<file path="src/hdl/mpq_pkg.sv">
`default_nettype none

package mpq_pkg;

  // Heap geometry
  localparam int HEAP_DEPTH = 16;
  localparam int IDX_W      = $clog2(HEAP_DEPTH);
  localparam int CNT_W      = $clog2(HEAP_DEPTH + 1);
  // child index math needs room for 2*pos+2
  localparam int POS_W      = IDX_W + 2;

  // Field widths
  localparam int VAL_W = 32;
  localparam int CMD_W = 2;
  localparam int ST_W  = 2;
  localparam int CFG_W = 5;
  localparam int CAP_W = (CNT_W > CFG_W) ? CNT_W : CFG_W;

  localparam logic [CFG_W-1:0] CFG_RESET = CFG_W'(16);

  // Command codes
  localparam logic [CMD_W-1:0] CMD_INSERT  = 2'd0;
  localparam logic [CMD_W-1:0] CMD_EXTRACT = 2'd1;
  localparam logic [CMD_W-1:0] CMD_PEEK    = 2'd2;

  // Status codes
  localparam logic [ST_W-1:0] ST_OK       = 2'd0;
  localparam logic [ST_W-1:0] ST_OVERFLOW = 2'd1;
  localparam logic [ST_W-1:0] ST_EMPTY    = 2'd2;

  localparam logic signed [VAL_W-1:0] EMPTY_VALUE = -32'sd1;

endpackage

`default_nettype wire

</file>
<file path="src/hdl/max_priority_queue_core.sv">
`default_nettype none

// Binary max-heap held in a two-read, one-write RAM; the root is mirrored in a register.
// No sift: peek, empty, overflow, unused code, insert into an empty heap, extract of the only entry.
// Insert: sifts up with one RAM read/compare per level climbed.
// Extract: moves the last entry to the root, then a read state and a compare state per level descended.
// busy is high until the result strobe; results cannot be stalled. Reset clears the count,
// the controller and the capacity (16); RAM contents need no clearing.
module max_priority_queue_core (
  input  wire logic                              clk_i,
  input  wire logic                              rst_ni,
  input  wire logic                              start,
  output      logic                              busy,
  input  wire logic [mpq_pkg::CMD_W-1:0]         command_i,
  input  wire logic signed [mpq_pkg::VAL_W-1:0]  value_i,
  input  wire logic                              cfg_we_i,
  input  wire logic [mpq_pkg::CFG_W-1:0]         cfg_wdata_i,
  output      logic                              done_o,
  output      logic signed [mpq_pkg::VAL_W-1:0]  result_value_o,
  output      logic [mpq_pkg::ST_W-1:0]          status_o,
  output      logic [mpq_pkg::CNT_W-1:0]         entry_total_o
);

  localparam int IDX_W = mpq_pkg::IDX_W;
  localparam int CNT_W = mpq_pkg::CNT_W;
  localparam int POS_W = mpq_pkg::POS_W;
  localparam int VAL_W = mpq_pkg::VAL_W;
  localparam int CAP_W = mpq_pkg::CAP_W;

  // Controller states
  localparam logic [2:0] S_IDLE    = 3'd0;
  localparam logic [2:0] S_UP_CMP  = 3'd1;
  localparam logic [2:0] S_UP_FIN  = 3'd2;
  localparam logic [2:0] S_DN_LAST = 3'd3;
  localparam logic [2:0] S_DN_RD   = 3'd4;
  localparam logic [2:0] S_DN_CMP  = 3'd5;

  logic [2:0]                     state_q, state_d;
  logic [CNT_W-1:0]               count_q, count_d;
  logic [mpq_pkg::CFG_W-1:0]      cfg_q;
  logic [IDX_W-1:0]               pos_q, pos_d;
  logic signed [VAL_W-1:0]        val_q, val_d;
  logic signed [VAL_W-1:0]        root_q, root_d;
  logic                           done_q, done_d;
  logic signed [VAL_W-1:0]        res_q, res_d;
  logic [mpq_pkg::ST_W-1:0]       st_q, st_d;
  logic [CNT_W-1:0]               tot_q, tot_d;

  // RAM port signals
  logic                           ram_we;
  logic [IDX_W-1:0]               ram_waddr;
  logic signed [VAL_W-1:0]        ram_wdata;
  logic [IDX_W-1:0]               ram_raddr_a, ram_raddr_b;
  logic signed [VAL_W-1:0]        ram_rdata_a, ram_rdata_b;

  mpq_ram #(
    .WIDTH (VAL_W),
    .DEPTH (mpq_pkg::HEAP_DEPTH)
  ) u_heap_ram (
    .clk_i     (clk_i),
    .we_i      (ram_we),
    .waddr_i   (ram_waddr),
    .wdata_i   (ram_wdata),
    .raddr_a_i (ram_raddr_a),
    .raddr_b_i (ram_raddr_b),
    .rdata_a_o (ram_rdata_a),
    .rdata_b_o (ram_rdata_b)
  );

  // Effective capacity: register limited to the depth
  logic [CAP_W-1:0] cap_reg, cap_eff;
  logic             heap_full;
  assign cap_reg   = CAP_W'(cfg_q);
  assign cap_eff   = (cap_reg > CAP_W'(mpq_pkg::HEAP_DEPTH)) ?
                     CAP_W'(mpq_pkg::HEAP_DEPTH) : cap_reg;
  assign heap_full = CAP_W'(count_q) >= cap_eff;

  // Tree index helpers
  logic [IDX_W-1:0] up_idx, ins_idx, ins_up;
  logic [POS_W-1:0] left_idx, right_idx, n_ext;
  logic             left_ok, right_ok, take_right;
  logic signed [VAL_W-1:0] child_val;
  logic [IDX_W-1:0] child_idx;

  assign up_idx     = (pos_q - IDX_W'(1)) >> 1;
  assign ins_idx    = IDX_W'(count_q);
  assign ins_up     = (ins_idx - IDX_W'(1)) >> 1;
  assign left_idx   = POS_W'({pos_q, 1'b1});
  assign right_idx  = left_idx + POS_W'(1);
  assign n_ext      = POS_W'(count_q);
  assign left_ok    = left_idx < n_ext;
  assign right_ok   = right_idx < n_ext;
  // left child wins a tie
  assign take_right = right_ok && (ram_rdata_b > ram_rdata_a);
  assign child_val  = take_right ? ram_rdata_b : ram_rdata_a;
  assign child_idx  = take_right ? IDX_W'(right_idx) : IDX_W'(left_idx);

  assign busy = state_q != S_IDLE;

  // Command sequencer
  always_comb begin
    state_d     = state_q;
    count_d     = count_q;
    pos_d       = pos_q;
    val_d       = val_q;
    root_d      = root_q;
    done_d      = 1'b0;
    res_d       = res_q;
    st_d        = st_q;
    tot_d       = tot_q;
    ram_we      = 1'b0;
    ram_waddr   = pos_q;
    ram_wdata   = val_q;
    ram_raddr_a = ins_up;
    ram_raddr_b = ins_up;

    unique case (state_q)
      S_IDLE: begin
        if (start) begin
          res_d = '0;
          st_d  = mpq_pkg::ST_OK;
          tot_d = count_q;
          unique case (command_i) inside
            mpq_pkg::CMD_INSERT: begin
              if (heap_full) begin
                st_d   = mpq_pkg::ST_OVERFLOW;
                done_d = 1'b1;
              end else begin
                count_d = count_q + CNT_W'(1);
                tot_d   = count_q + CNT_W'(1);
                val_d   = value_i;
                pos_d   = ins_idx;
                if (count_q == '0) begin
                  ram_we    = 1'b1;
                  ram_waddr = '0;
                  ram_wdata = value_i;
                  done_d    = 1'b1;
                end else begin
                  ram_raddr_a = ins_up;
                  state_d     = S_UP_CMP;
                end
              end
            end
            mpq_pkg::CMD_EXTRACT, mpq_pkg::CMD_PEEK: begin
              if (count_q == '0) begin
                res_d  = mpq_pkg::EMPTY_VALUE;
                st_d   = mpq_pkg::ST_EMPTY;
                done_d = 1'b1;
              end else begin
                res_d = root_q;
                if (command_i == mpq_pkg::CMD_EXTRACT) begin
                  count_d = count_q - CNT_W'(1);
                  tot_d   = count_q - CNT_W'(1);
                  pos_d   = '0;
                  if (count_q == CNT_W'(1)) begin
                    done_d = 1'b1;
                  end else begin
                    // fetch the last entry to move to the root
                    ram_raddr_a = IDX_W'(count_q - CNT_W'(1));
                    state_d     = S_DN_LAST;
                  end
                end else begin
                  done_d = 1'b1;
                end
              end
            end
            default: begin
              done_d = 1'b1;
            end
          endcase
        end
      end

      // Sift up: parent data is on read port A
      S_UP_CMP: begin
        ram_we = 1'b1;
        if (val_q > ram_rdata_a) begin
          ram_waddr   = pos_q;
          ram_wdata   = ram_rdata_a;
          pos_d       = up_idx;
          ram_raddr_a = (up_idx - IDX_W'(1)) >> 1;
          if (up_idx == '0) begin
            state_d = S_UP_FIN;
          end
        end else begin
          ram_waddr = pos_q;
          ram_wdata = val_q;
          done_d    = 1'b1;
          state_d   = S_IDLE;
        end
      end

      S_UP_FIN: begin
        ram_we    = 1'b1;
        ram_waddr = pos_q;
        ram_wdata = val_q;
        done_d    = 1'b1;
        state_d   = S_IDLE;
      end

      S_DN_LAST: begin
        val_d   = ram_rdata_a;
        state_d = S_DN_RD;
      end

      // Sift down: fetch both children or settle the hole
      S_DN_RD: begin
        ram_raddr_a = IDX_W'(left_idx);
        ram_raddr_b = right_ok ? IDX_W'(right_idx) : IDX_W'(left_idx);
        if (left_ok) begin
          state_d = S_DN_CMP;
        end else begin
          ram_we    = 1'b1;
          ram_waddr = pos_q;
          ram_wdata = val_q;
          done_d    = 1'b1;
          state_d   = S_IDLE;
        end
      end

      S_DN_CMP: begin
        ram_we    = 1'b1;
        ram_waddr = pos_q;
        if (child_val > val_q) begin
          ram_wdata = child_val;
          pos_d     = child_idx;
          state_d   = S_DN_RD;
        end else begin
          ram_wdata = val_q;
          done_d    = 1'b1;
          state_d   = S_IDLE;
        end
      end

      default: begin
        state_d = S_IDLE;
      end
    endcase

    // keep the root mirror in step with RAM entry zero
    if (ram_we && ram_waddr == '0) begin
      root_d = ram_wdata;
    end
  end

  // Control registers
  always_ff @(posedge clk_i or negedge rst_ni) begin
    if (!rst_ni) begin
      state_q <= S_IDLE;
      count_q <= '0;
      cfg_q   <= mpq_pkg::CFG_RESET;
      done_q  <= 1'b0;
    end else begin
      state_q <= state_d;
      count_q <= count_d;
      done_q  <= done_d;
      if (cfg_we_i) begin
        cfg_q <= cfg_wdata_i;
      end
    end
  end

  // Datapath registers
  always_ff @(posedge clk_i) begin
    pos_q  <= pos_d;
    val_q  <= val_d;
    root_q <= root_d;
    res_q  <= res_d;
    st_q   <= st_d;
    tot_q  <= tot_d;
  end

  assign done_o         = done_q;
  assign result_value_o = res_q;
  assign status_o       = st_q;
  assign entry_total_o  = tot_q;

`ifndef SYNTHESIS
  a_count_bound: assert property (@(posedge clk_i) disable iff (!rst_ni)
    count_q <= CNT_W'(mpq_pkg::HEAP_DEPTH))
    else $error("entry count above heap depth");

  a_done_idle: assert property (@(posedge clk_i) disable iff (!rst_ni)
    done_o |-> !busy)
    else $error("result transfer while still busy");

  a_root_mirror: assert property (@(posedge clk_i) disable iff (!rst_ni)
    (ram_we && ram_waddr == '0) |=> root_q == $past(ram_wdata))
    else $error("root mirror out of step with RAM");

  a_extract_count: assert property (@(posedge clk_i) disable iff (!rst_ni)
    (start && !busy && command_i == mpq_pkg::CMD_EXTRACT && count_q != '0)
      |=> count_q == $past(count_q) - CNT_W'(1))
    else $error("extract did not decrement count");

  a_up_not_root: assert property (@(posedge clk_i) disable iff (!rst_ni)
    state_q == S_UP_CMP |-> pos_q != '0)
    else $error("sift up compare at the root");
`endif

endmodule

`default_nettype wire

</file>
<file path="src/hdl/mpq_ram.sv">
`default_nettype none

// Generic RAM: one write port, two read ports, registered read data.
module mpq_ram #(
  parameter int WIDTH = 32,
  parameter int DEPTH = 16
) (
  input  wire logic                     clk_i,
  input  wire logic                     we_i,
  input  wire logic [$clog2(DEPTH)-1:0] waddr_i,
  input  wire logic [WIDTH-1:0]         wdata_i,
  input  wire logic [$clog2(DEPTH)-1:0] raddr_a_i,
  input  wire logic [$clog2(DEPTH)-1:0] raddr_b_i,
  output      logic [WIDTH-1:0]         rdata_a_o,
  output      logic [WIDTH-1:0]         rdata_b_o
);

  logic [WIDTH-1:0] mem_q [DEPTH];

  always_ff @(posedge clk_i) begin
    if (we_i) begin
      mem_q[waddr_i] <= wdata_i;
    end
    rdata_a_o <= mem_q[raddr_a_i];
    rdata_b_o <= mem_q[raddr_b_i];
  end

endmodule

`default_nettype wire
</file>
<file path="config.mk">
export PLATFORM = sky130hd
export DESIGN_NAME = max_priority_queue_core
export DESIGN_NICKNAME = d
export VERILOG_FILES = /design/src/hdl/mpq_pkg.sv /design/src/hdl/max_priority_queue_core.sv /design/src/hdl/mpq_ram.sv
export SDC_FILE = /design/constraint.sdc
export NUM_CORES = 2
export LEC_CHECK = 0
export BUFFER_PORTS_ARGS = -buffer_cell sky130_fd_sc_hd__buf_4
export CORE_MARGIN = 4
export CORE_UTILIZATION = 50
export DETAILED_ROUTE_END_ITERATION = 12
export MAX_ROUTING_LAYER = met4
export PLACE_DENSITY = 0.66
export SETUP_SLACK_MARGIN = 0.4
export SLEW_MARGIN = 40
export SYNTH_ARGS = -nofsm -noshare
export SYNTH_HDL_FRONTEND = slang
export SYNTH_SLANG_ARGS = --single-unit
</file>
<file path="constraint.sdc">
create_clock -name clk_i -period 18.1 [get_ports clk_i]
set_input_delay 2.715 -clock clk_i [delete_from_list [all_inputs] [get_ports clk_i]]
set_output_delay 2.715 -clock clk_i [all_outputs]
set_load 0.02 [all_outputs]
</file>
======== After elaboration in Yosys (flattened, before gate mapping) ========
Memories as Yosys holds them, arrays and structs flattened. A register that Yosys moved wholly into a read port is not among the register bits.
Index checks and enable logic that the tools add are counted.
storage, ports and cells
  register bits ........................... 121
  RAM bits ................................ 512
  input bits .............................. 43
  output and inout bits ................... 41
  logic and storage cells ................. 133
  memories kept ........................... 1
memory list
  name              depth  width  read ports  clocked after memory_dff  write ports  RTL line       text
  u_heap_ram.mem_q  16     32     2           2                         1            mpq_ram.sv:18  logic [WIDTH-1:0] mem_q [DEPTH];
cells by class
  $add $sub $neg .......................... 6
  order comparisons ....................... 7
  eq/ne operators ......................... 20
  muxes and demuxes ....................... 73
  reductions and logical operators ........ 16
operators with widths
  cell                                                 count
  two-way mux 32 bit                                   11
  greater-than comparator 32 bit                       3
  case mux 32 bit (3 select lines)                     1
  two-way mux 4 bit                                    19
  case mux 32 bit (2 select lines)                     1
  two-way mux 3 bit                                    11
  case mux 4 bit (3 select lines)                      2
  two-way mux 5 bit                                    4
  != test 3 bit, second input constant                 6
  AND reduction 8 bit                                  2
  two-way mux 1 bit                                    15
  case mux 3 bit (5 select lines)                      1
  != test 2 bit, second input constant                 5
  case mux 5 bit (2 select lines)                      1
  logical NOT 4 bit                                    2
  case mux 4 bit (2 select lines)                      1
  subtractor 4 x 1 -> 4 bit, second input constant     2
  adder 5 x 1 -> 6 bit, second input constant          1
  equality test 3 x 2 -> 1 bit, second input constant  2
  equality test 3 bit, second input constant           2
  < comparator 6 x 5 -> 1 bit                          1
  case mux 3 bit (2 select lines)                      1
  nonzero test 3 bit                                   2
  adder 5 x 1 -> 5 bit, second input constant          1
  24 further kinds                                     25

======== Longest topological paths before layout ========
  word-level depth ........................ 9
  gate-level depth with buffers ........... 26
  gate-level depth less buffers ........... 22

======== Modules after synthesis ========
From an unflattened synthesis, not the netlist that was laid out.
second synthesis, totals
  cells, all modules ...................... 2148
  area total of the unflattened synthesis .. 33796.2 um^2
by module, submodules not included
  module                   times used  cells each  area each (um^2)  seq. area each (um^2)
  mpq_ram                  1           1141        24203.2           16656.0
  max_priority_queue_core  1           1007        9593.0            3564.7

======== Worst setup path before layout ========
OpenSTA, ideal clock, no wires.
  path type ............................... register to register
  start ................................... register pos_q[0]
  end ..................................... register root_q[13], data pin
  library setup time ...................... 0.330 ns
  arrival ................................. 6.160 ns
  data required time ...................... 17.770 ns
  slack ................................... 11.610 ns
  stages on the path, launching flop included .. 25
  buffers on the path ..................... 3
  clock period less this slack ............ 6.490 ns
  path through ............................ edfxtp_1 clkbuf_1 inv_1 ha_1 ha_1 o21a_1 o21a_1 o21a_1 a311oi_2 o31ai_1 a211oi_2 buf_2 mux2_2 ha_1 a21o_1 a21o_1 a211o_1 o211ai_1 a21oi_1 o31ai_1 a21oi_1 o21ai_1 nor2_1 clkbuf_1 o21ai_0
on the way
  longest elaborated chain between the ends .. 7
ends and longest elaborated chain
  item                                  RTL line                        text
  from (decl)                           max_priority_queue_core.sv:41   logic [IDX_W-1:0] pos_q, pos_d;
  from (signal assigned)                max_priority_queue_core.sv:265  pos_q <= pos_d;
  adder 5 x 1 -> 6 bit (*)              max_priority_queue_core.sv:89   assign right_idx = left_idx + POS_W'(1);
  < comparator 6 x 5 -> 1 bit (*)       max_priority_queue_core.sv:92   assign right_ok = right_idx < n_ext;
  logical AND 1 bit (*)                 max_priority_queue_core.sv:94   assign take_right = right_ok && (ram_rdata_b > ram_rdata_a);
  two-way mux 32 bit (*)                max_priority_queue_core.sv:95   assign child_val = take_right ? ram_rdata_b : ram_rdata_a;
  greater-than comparator 32 bit        max_priority_queue_core.sv:224  if (child_val > val_q) begin
  two-way mux 32 bit (*)                max_priority_queue_core.sv:224
  case mux 32 bit (3 select lines) (*)  max_priority_queue_core.sv:117  unique case (state_q)
  via ram_wdata[13]                     max_priority_queue_core.sv:52   logic signed [VAL_W-1:0] ram_wdata;
  to (signal assigned)                  max_priority_queue_core.sv:267  root_q <= root_d;
  to (decl)                             max_priority_queue_core.sv:43   logic signed [VAL_W-1:0] root_q, root_d;
The timed path passes the listed nets; every way through them passes the cells marked *.
A chain may end at the register's enable or synchronous reset.

======== Worst setup path after layout ========
  start ................................... register pos_q[0]
  end ..................................... memory u_heap_ram.mem_q[1][15], data pin
on the way
  longest elaborated chain between the ends .. 7
ends and longest elaborated chain
  item                                  RTL line
  adder 5 x 1 -> 6 bit (*)              max_priority_queue_core.sv:89
  < comparator 6 x 5 -> 1 bit (*)       max_priority_queue_core.sv:92
  logical AND 1 bit (*)                 max_priority_queue_core.sv:94
  two-way mux 32 bit (*)                max_priority_queue_core.sv:95
  greater-than comparator 32 bit        max_priority_queue_core.sv:224
  two-way mux 32 bit (*)                max_priority_queue_core.sv:224
  case mux 32 bit (3 select lines) (*)  max_priority_queue_core.sv:117
  via ram_wdata[15]                     max_priority_queue_core.sv:52
  to (decl)                             mpq_ram.sv:18
Marks and branches as above.

==> reports/results.tsv <==
metric	value	unit
fin nets	2662	
area share of the largest cell type after synthesis	52.5	%
RSZ-0062 raised after global routing	false	
post-synth design cell area	33600	µm²
actual slew at the worst max-slew pin	0.865	ns
first-pass GRT wire length	146	mm
fraction of layout cells with a size suffix above 1	18.8	%
critical path fanouts, max	42	
minimum clock period	7.61	ns
Final Hold Viols	0	
maximum root-to-sink buffer count	3	
largest net degree at the start of global routing	83	
area grow syn2layout	13.0	%
crit path DAT	7.92	ns
CTS Sinks	665	
status	finished clean	
Worst Hold Class	register to register	
crit share post-route	42.0	%
Cells after Synth	2425	
Clock transition at path regs	0.06	ns
DIE HEIGHT	267	µm
Die W	267	µm
setup TNS	0	ns
critical path launch point type	register	
routed wire length	100	mm
Slew Limit Fails	0	
drt drc	0	
Antenna diodes	0	
initial core utilization	50.7	%
Critical Path Start	pos_q[0]	
dominant synthesized flop cell	edfxtp_1	
area taken by multi-input logic gates	13600	µm²
initial antenna violation count	0	
Setup Skew	0.0224	ns
Worst R2R Setup Slack	10.49	ns
DR vias	22700	
Reg with most FFs	u_heap_ram.mem_q	
max_cap viols	0	
count leader, synth	edfxtp_1	
Vias per Instance	6.64	
Filler cells	5174	
number of flops mapped to enable cells by yosys	587	
endpoints failing setup	0	
Area contributors post-synth	edfxtp_1, mux2i_1, mux4_2	
Yosys cell types	75	
clock latency on the worst-skew pair	0.61	ns
Commonest cells post-synth	edfxtp_1, mux2i_1, nand2_1	
worst-case reg-to-reg path depth	24	
Worst R2R End	u_heap_ram.mem_q[1][15]	
Avg Cell Area, Syn	13.8	µm²
Synth area leader	edfxtp_1	
1st-iter DRT viols	2767	
vias in the first global route	22800	
net count after synthesis	2588	
reg-to-reg startpoint	pos_q[0]	
row count	94	
crit path capture type	register	
Rel. slew slack	42.4	%
Port Buffers	83	
GPL Wtd Cong	0.941	
Worst Path Required	18.41	ns
gr usage total	28.6	%
WHS	0.503	ns
Setup Fix Bufs, Post-CTS	0	
sequential-to-total area share from yosys stat	57.3	%
total CTS buffers	72	
end of the critical path	u_heap_ram.mem_q[1][15]	
fraction of registers with async set/reset	2.11	%
H-Tree Depth	3	
Post-CTS Resized	0	
register area	19300	µm²
Root Buffer	clkbuf_16	
Synth Register Bits	665	
Pre-antenna DRT Iters	6	
Peak Freq	131	MHz
YS warnings	0	
DIE AREA	71400	µm²
Routed WL per cell	29.3	µm
Core ar.	66200	µm²
type of the worst setup path	register to register	
Detail Route Antenna Nets	0	
IO Pins	84	
CTS tree	built	
total gr overflow	0	
hold buffer count at CTS	0	
Largest register FFs	487	
DP HPWL	57.6	mm
[kinds of logic (layout without fill, tap and decap cells)]
kind of cell	after synthesis	after routing	share of synthesized area [%]
flops	665	665	57.3
compound gates	468	468	10.0
simple gates	463	463	6.27
mux	458	458	18.5
buf+inv	240	372	3.06
fa+ha+maj	120	120	4.47
xor+xnor	11	11	0.287
[critical path: stages (launching register included)]
cell	delay [ns]
edfxtp_1	0.51
inv_1	0.21
ha_1	0.45
ha_1	0.31
o21a_1	0.11
o21a_1	0.17
o21a_1	0.17
a311oi_2	0.60
o31ai_1	0.25
a211oi_4	0.21
buf_4	0.58
mux2_2	0.43
ha_1	0.30
a21o_1	0.16
a21o_1	0.17
a211o_1	0.28
o211ai_1	0.09
a21oi_1	0.12
o31ai_1	0.54
a21oi_1	0.18
o21ai_1	0.17
buf_4	0.27
nor2_2	0.21
buf_4	0.29
o21ai_2	0.51
[cell usage in the layout (no fill, tap or decap), types with 67 or more instances in the layout]
master and n:
mux2i_1 296, edfxtp_1 587, clkbuf_16 78, ha_1 120, o21ai_0 81, buf_4 141, inv_1 82, mux4_2 128
nand2_1 196, nor2_1 94, a211oi_1 67
[stage by stage]
step           setup WS [ns]  util, %  std cells  area [µm²]
2_1_floorplan          11.61        -       2425       33600
3_5_place_dp           10.34     53.7       3289       35500
6_report               10.49     57.3       3421       38000
4_1_cts                10.26     57.3       3421       37900
3_3_place_gp           10.40     53.4       3285       35400
5_1_grt                10.15     57.3       3421       38000
[per-layer routing]
layer,vias up,GRT usage [%],part of all wire [%]
met4,0,10.9,3.7
li1,9706,-,-
met2,1197,44.4,47
met1,11600,38.4,41
met3,224,4.62,8.8
met5,-,-,0
[worst min path at each step]
stage                           from    endpoint  slack [ns]  cells after the start
after CTS                 cap_reg[0]  cap_reg[0]        0.51                      1
after floorplan           cap_reg[0]  cap_reg[0]        0.47                      1
after global routing      cap_reg[0]  cap_reg[0]        0.52                      1
after detailed placement  cap_reg[0]  cap_reg[0]        0.50                      1
after global placement    cap_reg[0]  cap_reg[0]        0.49                      1
final                     cap_reg[0]  cap_reg[0]        0.50                      1
[layout make-up]
class,instances,area share (%)
timing repair buffer,156,3.41
inverter,84,0.837
sequential,665,50.7
clock inverter,24,0.610
tap,864,2.85
clock buffer,108,5.73
multi-input combinational,1520,35.8
Power is left out: the tool's default activity adds up to more than one toggle a clock period on the data nets, which glitch-free logic cannot reach.
